==> src/keypad_edge_and_autorepeat_top_defines.svh <==
// Assertion macros shared by the keypad qualifier RTL.
// Build with ASSERT_OFF defined to drop every check.
`ifndef KEYPAD_EDGE_AND_AUTOREPEAT_TOP_DEFINES_SVH
`define KEYPAD_EDGE_AND_AUTOREPEAT_TOP_DEFINES_SVH

`ifndef ASSERT_OFF

// Property checked on every rising edge of i_clk, masked while in reset.
`define KPAR_ASSERT(lbl, prop, msg) \
    lbl: assert property (@(posedge i_clk) disable iff (!i_rst_n) (prop)) else $error(msg);

// Implication checked on every rising edge, masked while in reset.
`define KPAR_ASSERT_IMP(lbl, ante, cons, msg) \
    lbl: assert property (@(posedge i_clk) disable iff (!i_rst_n) (ante) |-> (cons)) \
        else $error(msg);

`else

`define KPAR_ASSERT(lbl, prop, msg)
`define KPAR_ASSERT_IMP(lbl, ante, cons, msg)

`endif

`endif

==> src/kpar_pkg.sv <==
package kpar_pkg;

    // Field widths
    localparam int KEYS_W      = 56;
    localparam int GRP_W       = 8;
    localparam int KEY_W       = 11;
    localparam int DELAY_W     = 8;
    localparam int RATE_W      = 8;
    localparam int HOLD_W      = 16;
    localparam int PHASE_W     = 8;
    localparam int CFG_IDX_W   = 2;
    localparam int CFG_DATA_W  = 11;

    // Defaults
    localparam int KEY_GROUPS_DEF = 7;
    localparam logic [DELAY_W-1:0] DELAY_RST = 8'd18;
    localparam logic [RATE_W-1:0]  RATE_RST  = 8'd4;
    localparam logic [KEY_W-1:0]   LOCK_RST  = 11'd288;

    typedef logic [KEYS_W-1:0] t_keys;
    typedef logic [KEY_W-1:0]  t_key;

    typedef enum logic [1:0] {
        FUNC_SCAN   = 2'd0,
        FUNC_RESYNC = 2'd1,
        FUNC_QUERY  = 2'd2
    } t_func;

    typedef enum logic [CFG_IDX_W-1:0] {
        CFG_DELAY = 2'd0,
        CFG_RATE  = 2'd1,
        CFG_LOCK  = 2'd2
    } t_cfg_idx;

    // Input beat
    typedef struct packed {
        t_func func;
        t_keys key_groups;
        logic  on_level;
        t_key  query_key;
    } t_in;

    // Result beat
    typedef struct packed {
        t_keys             new_presses;
        logic              on_held;
        logic              on_edge;
        logic              lock_combo;
        logic              all_idle;
        logic              key_down;
        logic              key_pressed;
        logic              repeat_fire;
        logic [HOLD_W-1:0] held_count;
    } t_out;

    // Register file contents handed to the datapath
    typedef struct packed {
        logic [DELAY_W-1:0] typ_delay;
        logic [RATE_W-1:0]  typ_rate;
        t_key               lock_key_code;
    } t_cfg;

endpackage

==> src/kpar_core.sv <==
`include "keypad_edge_and_autorepeat_top_defines.svh"

module kpar_core #(
    parameter int KEY_GROUPS = kpar_pkg::KEY_GROUPS_DEF
) (
    input  logic          i_clk,
    input  logic          i_rst_n,
    input  logic          i_acc,
    input  kpar_pkg::t_in  i_in,
    input  kpar_pkg::t_cfg i_cfg,
    output kpar_pkg::t_out o_res
);
    import kpar_pkg::*;

    localparam int SNAP_W = GRP_W * KEY_GROUPS;

    // Pick the 8-bit group that a key code names; groups out of range read as up.
    function automatic logic [GRP_W-1:0] f_grp(input logic [SNAP_W-1:0] snap,
                                               input t_key key);
        logic [GRP_W-1:0] g;
        g = '0;
        for (int i = 0; i < KEY_GROUPS; i++) begin
            if (key[KEY_W-1:GRP_W] == 3'(i + 1)) begin
                g = snap[GRP_W*i +: GRP_W];
            end
        end
        return g;
    endfunction

    // State
    logic [SNAP_W-1:0]  r_now,     n_now;
    logic [SNAP_W-1:0]  r_last,    n_last;
    logic               r_on_now,  n_on_now;
    logic               r_on_last, n_on_last;
    t_key               r_tracked, n_tracked;
    logic [HOLD_W-1:0]  r_hold,    n_hold;
    logic [PHASE_W-1:0] r_phase,   n_phase;

    // Query terms
    logic               q_down;
    logic               q_was;
    logic               q_fire;
    logic [HOLD_W-1:0]  hold_inc;
    logic [PHASE_W:0]   phase_inc;
    logic               on_edge;

    assign q_down    = (f_grp(r_now,  i_in.query_key) & i_in.query_key[GRP_W-1:0]) != '0;
    assign q_was     = (f_grp(r_last, i_in.query_key) & i_in.query_key[GRP_W-1:0]) != '0;
    assign hold_inc  = (r_hold == '1) ? r_hold : r_hold + 1'b1;
    assign phase_inc = {1'b0, r_phase} + 1'b1;

    // Next state for snapshots and repeat tracker
    always_comb begin
        n_now     = r_now;
        n_last    = r_last;
        n_on_now  = r_on_now;
        n_on_last = r_on_last;
        n_tracked = r_tracked;
        n_hold    = r_hold;
        n_phase   = r_phase;
        q_fire    = 1'b0;
        unique case (i_in.func)
            FUNC_SCAN: begin
                n_last    = r_now;
                n_now     = i_in.key_groups[SNAP_W-1:0];
                n_on_last = r_on_now;
                n_on_now  = i_in.on_level;
            end
            FUNC_RESYNC: begin
                n_now     = i_in.key_groups[SNAP_W-1:0];
                n_last    = i_in.key_groups[SNAP_W-1:0];
                n_on_now  = i_in.on_level;
                n_on_last = i_in.on_level;
                n_tracked = '0;
                n_hold    = '0;
                n_phase   = '0;
            end
            FUNC_QUERY: begin
                priority if (!q_down) begin
                    // key released: drop it if it was being tracked
                    if (r_tracked == i_in.query_key) begin
                        n_tracked = '0;
                        n_hold    = '0;
                        n_phase   = '0;
                    end
                end else if (r_tracked != i_in.query_key) begin
                    // first press fires and starts tracking
                    n_tracked = i_in.query_key;
                    n_hold    = '0;
                    n_phase   = '0;
                    q_fire    = 1'b1;
                end else begin
                    n_hold = hold_inc;
                    priority if (hold_inc < HOLD_W'(i_cfg.typ_delay)) begin
                        q_fire = 1'b0;
                    end else if (hold_inc == HOLD_W'(i_cfg.typ_delay)) begin
                        n_phase = '0;
                        q_fire  = 1'b1;
                    end else if (phase_inc >= (PHASE_W+1)'(i_cfg.typ_rate)) begin
                        n_phase = '0;
                        q_fire  = 1'b1;
                    end else begin
                        n_phase = phase_inc[PHASE_W-1:0];
                    end
                end
            end
            default: begin
                // unused code: state holds
            end
        endcase
    end

    // Result from the snapshots after this beat
    assign on_edge = n_on_now & ~n_on_last;

    always_comb begin
        o_res             = '0;
        o_res.new_presses = t_keys'(n_now & ~n_last);
        o_res.on_held     = n_on_now;
        o_res.on_edge     = on_edge;
        o_res.lock_combo  = on_edge &&
            ((f_grp(n_now, i_cfg.lock_key_code) & i_cfg.lock_key_code[GRP_W-1:0]) != '0);
        o_res.all_idle    = (n_now == '0);
        o_res.held_count  = n_hold;
        if (i_in.func == FUNC_QUERY) begin
            o_res.key_down    = q_down;
            o_res.key_pressed = q_down & ~q_was;
            o_res.repeat_fire = q_fire;
        end
    end

    // State registers
    always_ff @(posedge i_clk) begin
        if (!i_rst_n) begin
            r_now     <= '0;
            r_last    <= '0;
            r_on_now  <= 1'b0;
            r_on_last <= 1'b0;
            r_tracked <= '0;
            r_hold    <= '0;
            r_phase   <= '0;
        end else if (i_acc) begin
            r_now     <= n_now;
            r_last    <= n_last;
            r_on_now  <= n_on_now;
            r_on_last <= n_on_last;
            r_tracked <= n_tracked;
            r_hold    <= n_hold;
            r_phase   <= n_phase;
        end
    end

    // Checks
    `KPAR_ASSERT_IMP(a_idle_tracker, r_tracked == '0,
        (r_hold == '0) && (r_phase == '0), "tracker count without key")
    `KPAR_ASSERT_IMP(a_fire_needs_down, o_res.repeat_fire, o_res.key_down,
        "repeat fired on a key that is up")
    `KPAR_ASSERT(a_resync_clears, (i_acc && (i_in.func == FUNC_RESYNC)) |=>
        ((r_tracked == '0) && (r_hold == '0)), "resync left tracker set")

endmodule

==> src/keypad_edge_and_autorepeat_top.sv <==
// Keypad qualifier with typematic autorepeat. One input beat (scan, resync or key
// query) is taken per clock while o_stall is low and gives exactly one result beat;
// the snapshot compare and the repeat counter update are a single combinational pass
// from the held state to the output register. An output register plus one skid entry
// keep input flowing while the consumer stalls: o_stall rises only when both are full.
// Registers (delay, rate, lock key) are written on the config channel, always ready;
// the user must write them only while the block is idle; it is not enforced.
`include "keypad_edge_and_autorepeat_top_defines.svh"

module keypad_edge_and_autorepeat_top #(
    parameter int KEY_GROUPS = kpar_pkg::KEY_GROUPS_DEF
) (
    input  logic                            i_clk,
    input  logic                            i_rst_n,
    // input beats
    input  logic                            i_valid,
    output logic                            o_stall,
    input  kpar_pkg::t_in                   i_data,
    // result beats
    output logic                            o_valid,
    input  logic                            i_stall,
    output kpar_pkg::t_out                  o_data,
    // register writes
    input  logic                            i_cfg_valid,
    output logic                            o_cfg_ready,
    input  logic [kpar_pkg::CFG_IDX_W-1:0]  i_cfg_index,
    input  logic [kpar_pkg::CFG_DATA_W-1:0] i_cfg_data
);
    import kpar_pkg::*;

    t_cfg r_cfg;
    t_out res;
    logic acc;

    t_out r_out;
    logic r_out_vld;
    t_out r_skd;
    logic r_skd_vld;
    logic out_free;

    assign o_stall     = r_skd_vld;
    assign acc         = i_valid && !r_skd_vld;
    assign out_free    = !r_out_vld || !i_stall;
    assign o_valid     = r_out_vld;
    assign o_data      = r_out;
    assign o_cfg_ready = 1'b1;

    // Configuration registers
    always_ff @(posedge i_clk) begin
        if (!i_rst_n) begin
            r_cfg.typ_delay     <= DELAY_RST;
            r_cfg.typ_rate      <= RATE_RST;
            r_cfg.lock_key_code <= LOCK_RST;
        end else if (i_cfg_valid && o_cfg_ready) begin
            unique case (t_cfg_idx'(i_cfg_index))
                CFG_DELAY: r_cfg.typ_delay     <= i_cfg_data[DELAY_W-1:0];
                CFG_RATE:  r_cfg.typ_rate      <= i_cfg_data[RATE_W-1:0];
                CFG_LOCK:  r_cfg.lock_key_code <= i_cfg_data[KEY_W-1:0];
                default: begin
                    // no register at this index
                end
            endcase
        end
    end

    // Snapshot and repeat datapath
    kpar_core #(
        .KEY_GROUPS (KEY_GROUPS)
    ) u_core (
        .i_clk   (i_clk),
        .i_rst_n (i_rst_n),
        .i_acc   (acc),
        .i_in    (i_data),
        .i_cfg   (r_cfg),
        .o_res   (res)
    );

    // Output register with one skid entry: control
    always_ff @(posedge i_clk) begin
        if (!i_rst_n) begin
            r_out_vld <= 1'b0;
            r_skd_vld <= 1'b0;
        end else if (out_free) begin
            if (r_skd_vld) begin
                r_out_vld <= 1'b1;
                r_skd_vld <= 1'b0;
            end else begin
                r_out_vld <= acc;
            end
        end else if (acc) begin
            r_skd_vld <= 1'b1;
        end
    end

    // Output register with one skid entry: payload
    always_ff @(posedge i_clk) begin
        if (out_free) begin
            if (r_skd_vld) begin
                r_out <= r_skd;
            end else if (acc) begin
                r_out <= res;
            end
        end else if (acc) begin
            r_skd <= res;
        end
    end

    // Checks
    `KPAR_ASSERT_IMP(a_skid_behind_out, r_skd_vld, r_out_vld, "skid entry with empty output register")
    `KPAR_ASSERT(a_accept_shows, acc |=> r_out_vld, "accepted beat produced no result")
    `KPAR_ASSERT(a_skid_kept, (r_skd_vld && i_stall) |=> r_skd_vld, "skid entry lost while stalled")

endmodule
==> config.mk <==
export PLATFORM = sky130hd
export DESIGN_NAME = keypad_edge_and_autorepeat_top
export DESIGN_NICKNAME = d
export VERILOG_FILES = /design/src/kpar_pkg.sv /design/src/kpar_core.sv /design/src/keypad_edge_and_autorepeat_top.sv
export VERILOG_INCLUDE_DIRS = /design/src /design/src/src
export SDC_FILE = /design/constraint.sdc
export NUM_CORES = 1
export LEC_CHECK = 0
export BUFFER_PORTS_ARGS = -buffer_cell sky130_fd_sc_hd__buf_2
export CAP_MARGIN = 20
export CORE_MARGIN = 2
export CORE_UTILIZATION = 45
export DETAILED_ROUTE_END_ITERATION = 16
export PLACE_DENSITY_LB_ADDON = 0.12
export REMOVE_ABC_BUFFERS = 1
export SLEW_MARGIN = 5
export SYNTH_ARGS = -nofsm -noshare
export SYNTH_HDL_FRONTEND = slang
export SYNTH_HIERARCHICAL = 1
export SYNTH_SLANG_ARGS = --single-unit
==> constraint.sdc <==
create_clock -name i_clk -period 11.1 [get_ports i_clk]
set_input_delay 1.11 -clock i_clk [delete_from_list [all_inputs] [get_ports i_clk]]
set_output_delay 1.11 -clock i_clk [all_outputs]
set_load 0.01 [all_outputs]
==> results of run 1 <==
-- cell usage in the layout, fill, tap and decap left out, drive strengths merged, types with 26 or more instances in the layout --
cell,Yosys,routed
nand2,203,203
buf,60,191
nor2,183,183
dfxtp,178,178
edfxtp,158,158
a21oi,134,134
mux2,104,104
o21ai,74,74
a22o,73,73
a22oi,65,65
mux2i,58,58
inv,54,54
clkbuf,96,49
nor3,32,32
a31oi,28,28
nand3,26,26
-- where the power goes --
part	total [mW]	leakage (nW)	switching (mW)	internal, mW
Sequential	1.40	2.96	0.0461	1.36
Clock	1.28	0.630	0.519	0.760
Combinational	0.376	4.01	0.239	0.137
Total	3.06	7.60	0.804	2.25
-- registers in the layout, indices dropped and copies added, names as in the netlist --
name and cells:
o_data 79, r_skd 79, u_core/r_last 56, u_core/r_now 56, r_cfg 27, u_core/r_hold 16, u_core/r_tracked 11, u_core/r_phase 8
o_stall 1, o_valid 1, u_core/r_on_last 1, u_core/r_on_now 1
-- cell families after synthesis --
family | Yosys count
multiplexers | 163
AO/OA/AOI/OAI | 483
adder cells (fa/ha/maj) | 21
other | 1
XOR/XNOR | 24
buffers and inverters | 210
AND/OR/NAND/NOR | 617
flip-flops | 336
-- worst min-delay path: stages (launching register included) --
cell and delay [ps]:
dfxtp_1 310, nand2_1 50, mux2i_1 50
-- final timing paths --
check,start,endpoint
hold / removal,r_cfg[21],r_cfg[21]
hold reg to reg,r_cfg[21],r_cfg[21]
setup / recovery,u_core/r_hold[0],u_core/r_phase[4]
setup reg to reg,u_core/r_hold[0],u_core/r_phase[4]
-- final cells by class --
class,instances,share of cell area
clock buffer,49,0.0558
clock inverter,21,0.00825
inverter,54,0.0102
multi-input combinational,1309,0.428
sequential,336,0.415
tap,518,0.0324
timing repair buffer,191,0.0506
-- cells in the mapped netlist (24+ instances only) --
library cell and instances:
a21oi_1 134, a22o_1 73, a22oi_1 65, a31oi_1 28, buf_2 28, clkbuf_1 95
dfxtp_1 178, edfxtp_1 158, inv_1 53, mux2_2 104, mux2i_1 58, nand2_1 202
nand3_1 25, nand3b_1 25, nor2_1 183, nor3_1 31, nor4_1 24, o21ai_0 72
-- metrics by stage --
stage               power (mW)  std cells
floorplan                 1.63       1699
global placement          1.79       2408
detailed placement        1.80       2408
CTS                       3.08       2478
global route              3.17       2478
finish                    3.06       2478
-- layer usage --
metal / vias to the layer above / track usage
li1: 7025 / -
met1: 7402 / 0.414
met2: 665 / 0.395
met3: 112 / 0.0485
met4: 0 / 0.103
met5: - / 0
==> out/results.ini, run 1 <==
[logic_synthesis]
synth_area_sq_mm = 0.0177
synthTopCellsByArea = edfxtp_1 27%, dfxtp_1 20%, mux2_2 6.6%
syn_avg_cell_area_sq_um = 9.55
synth_area_leader_cell = edfxtp_1
synth_cells = 1855
ys_warn_count = 6
ys_types = 74
yosys.area_share.simple = 0.171
synth_compound_area_frac = 0.182
synth-xor-area-share = 0.0123
ys_seq_area_frac = 0.469
synth_flop_cell = dfxtp_1
synth_edf_count = 158
synthAdderAreaFrac = 0.0148
async_flop_share = 0
ys_seq_elements = 336
yosys-mux-area-fraction = 0.100
yosysTopAreaCellShare = 0.268
synth_top_family_by_area = compound AO/OA/AOI/OAI gates

[grt]
grt_pass1_wl_microns = 87200
grt_max_degree = 72
antenna_found_initial = 0
first_global_vias = 14000
grt_remaining_overflow = 0
grt.total_usage = 0.276

[worst_setup_path]
r2r_slack_ps = 6340
critPathMaxStageDelay_ps = 570
worstPathRequired_ps = 11570
critPathKind = register to register
path_buf_inv = 1
slowest_stage = or4b_4
cp_top_family = simple AND/OR/NAND/NOR gates
endpoint_kind = register
path_cells = ha_1, nand3_1, nor4_1, nand3_1, nor2_1, nor2_1, nand4_1, xor2_1, inv_1, ha_1, nand4_1, o2111ai_1, or4b_4, or3_1, o21ai_0
critical_path_peak_fanout = 9
r2r_cells = 15
cp.arrival_ps = 5230
path_depth = 15
crit_path_start_kind = register

[clock_tree]
cts_resized = 0
cts_inserted_buffers = 39
path_clk_slew_ps = 60
cts_hold_buf = 0
cts_root_buf = clkbuf_16
cts.sinks = 336
clock_latency_ps = 550
cts_buffer_depth = 3
cts_tree = built
h-tree-depth = 2
cts_setup_buffers = 0

[detailed_routing]
vias = 15200
antenna_left = 0
wl_microns = 57300
wl_met3_microns = 4210
wl_met1_microns = 26900
avgViaCountPerCell = 6.14
drtIter0Drc = 1751
wl_met2_microns = 24200
dr.pass1.iters = 5
maxUsedRoutingLayer = met4
wl_per_cell_microns = 23.1
drcViolationCount = 0

[floorplan]
chipWidth_microns = 202
fp.dieH_microns = 202
ios = 170
fp-row-count = 72
initial_core_util = 0.457
die_area_sq_mm = 0.0410
coreArea_sq_mm = 0.0387

[job]
maxCapViolations = 0

[power]
p_leak_nw = 7.60
power_density_mw_per_mm2 = 153
peakVddDrop_mv = 0.0984

[place]
place_congestion = 0.935
io_buffers = 168
hpwl_microns = 39600
dpl_cell_area_sq_mm = 0.0187
dp_slack_ps = 6130

[finish]
fillCellCount = 3609
seqCellArea_sq_mm = 0.00831
n_antenna_cell = 0
multiInputGateArea_sq_mm = 0.00857
fin_area_sq_mm = 0.0200
drive_above_1_share = 0.204
final_nets = 2040
final_core_util = 0.517
area_growth_pct = 13.0

[timing]
relSlewSlack = 0.300
fin_tns_setup_ps = 0
holdWs_ps = 456
setup_viol = 0
slew_violations = 0
max_freq_mhz = 210
worst_slew_pin_slew_ps = 1050
period_minus_slack_ps = 4760
skew_ps = 17.7
setup_slack_ps = 6340
final_hold_viol_count = 0
rsz0062_at_grt = no
post-route-period-util = 0.429

[run_status]
outcome = finished clean

[min_path]
min_path_type = register to register
min_path_cells = 2

(Power assumes the default switching activity.)
==> inputs of run 2 (changes only) <==
Clock period 11.1 ns to 3.8 ns, I/O delays scaled along.
==> out/results.ini, run 2 (synthesized netlist as in run 1, its figures left out) <==
[run_status]
outcome = finished clean

[worst_setup_path]
cp_top_family = simple AND/OR/NAND/NOR gates
worstPathRequired_ps = 4250
critPathMaxStageDelay_ps = 550
cp.arrival_ps = 4050
path_cells = ha_2, nand3_2, nor4_4, nand3_2, or2_4, nand2_1, xor2_2, inv_1, ha_1, o21ai_0, nand2b_1, a21oi_1, o2111ai_2, or4b_4, or3_1, o21ai_0
path_buf_inv = 1
slowest_stage = or4b_4
critical_path_peak_fanout = 5
critPathKind = register to register
crit_path_start_kind = register
endpoint_kind = register

[timing]
period_minus_slack_ps = 3590
worst_slew_pin_slew_ps = 948
final_hold_viol_count = 0
setup_viol = 0
max_freq_mhz = 278
slew_violations = 0
relSlewSlack = 0.368
post-route-period-util = 0.945
skew_ps = 10.5
holdWs_ps = 111

[place]
dp_cells = 2477
place_congestion = 1.02
hpwl_microns = 39800
io_buffers = 168

[finish]
fin_cells = 2553
area_growth_pct = 17.0
fillCellCount = 3522
final_nets = 2114
drive_above_1_share = 0.237
multiInputGateArea_sq_mm = 0.00863
seqCellArea_sq_mm = 0.00831
final_common_cell = nand2_1
most-common-layout-cells = 201 x nand2_1, 182 x nor2_1, 175 x dfxtp_1

[floorplan]
coreArea_sq_mm = 0.0387
chipWidth_microns = 202
ios = 170
die_area_sq_mm = 0.0410
initial_core_util = 0.457
fp-row-count = 72
fp.dieH_microns = 202

[power]
totalPowerFinal_mw = 9.07
pwr-share-clk = 0.424
p_leak_nw = 8.00
switchingPower_mw = 2.32
power_density_mw_per_mm2 = 437
pwr-share-seq = 0.450
peakVddDrop_mv = 0.241
switching_share = 0.256
p_int_mw = 6.75
p_comb_frac = 0.126

[clock_tree]
cts.sinks = 336
cts_tree = built
clock_latency_ps = 540
cts_inserted_buffers = 38
cts_root_buf = clkbuf_16
h-tree-depth = 2
path_clk_slew_ps = 60
cts_buffer_depth = 3

[detailed_routing]
vias = 15300
wl_microns = 56900
wl_per_cell_microns = 22.3
drcViolationCount = 0
antenna_left = 0
dr.pass1.iters = 6
drtIter0Drc = 1420
avgViaCountPerCell = 6.01

[grt]
antenna_found_initial = 4
grt_pass1_wl_microns = 86200
grt.total_usage = 0.270
grt_max_degree = 99
grt_remaining_overflow = 0
first_global_vias = 14000

[job]
maxCapViolations = 0

[min_path]
min_path_type = primary input to register

[run 2: cell types whose count changed in the layout (fill, tap and decap cells not counted), moves of 3 or more]
cell        change
clkinv_1        -3
clkinvlp_4      -3
buf_12          +5
clkbuf_1        +9
clkinv_2        -4
buf_4          +68
[run 2: what timing repair did]
item,in CTS,in global routing
resized for setup,0,19
buffers inserted,0,4
hold buffers,0,0
endpoints found under the hold margin,0,0
endpoints found under the setup margin,0,8
[run 2: worst reg2reg max path, stage by stage (launching register included)]
cell	delay, ps
dfxtp_2	340
ha_2	180
nand3_2	110
nor4_4	310
nand3_2	160
or2_4	310
nand2_1	110
xor2_2	180
inv_1	60
ha_1	290
o21ai_0	80
nand2b_1	70
a21oi_1	80
o2111ai_2	290
or4b_4	550
or3_1	320
o21ai_0	80
[run 2: through the flow]
step / setup slack, ps / setup TNS [ps] / utilization / instance area, sq um
2_1_floorplan: -3450 / -934820 / - / 17000
3_3_place_gp: 173 / 0 / 0.499 / 19300
3_5_place_dp: 75.5 / 0 / 0.499 / 19300
4_1_cts: 13.8 / 0 / 0.532 / 20600
5_1_grt: -7.32 / -9.77 / 0.535 / 20700
6_report: 207 / 0 / 0.535 / 20700
[run 2: final cells by class]
type | count | share of cell area
Clock inverter | 10 | 0.00712
Antenna cell | 1 | 0.000121
Sequential cell | 336 | 0.401
Tap cell | 518 | 0.0313
Inverter | 54 | 0.00983
Timing Repair Buffer | 266 | 0.0788
Multi-Input combinational cell | 1309 | 0.416
Clock buffer | 59 | 0.0556
[run 2: worst paths after layout]
kind                            slack (ps)           endpoint  depth (start not counted)        startpoint
worst min register to register         460          r_cfg[14]                          2         r_cfg[14]
worst max register to register         210  u_core/r_phase[4]                         16  u_core/r_hold[0]
worst min-delay path                   110           r_cfg[9]                          3     i_cfg_data[9]
worst max-delay path                   210  u_core/r_phase[4]                         16  u_core/r_hold[0]
[run 2: power by group through the flow]
stage,clock network [mW],registers (mW),logic (mW)
global route,4.05,4.10,1.24
floorplan,0,4.17,0.601
detailed placement,0,4.15,1.13
global placement,0,4.15,1.12
CTS,3.92,4.08,1.13
finish,3.84,4.08,1.15
[run 2: per-layer routing]
layer  track usage  wire (microns)  vias to the layer above
met5             0              25                        -
met4        0.0727            1300                        4
met3        0.0471            4240                       91
met2         0.392           24200                      641
met1         0.412           27100                     7431
li1              -               -                     7167
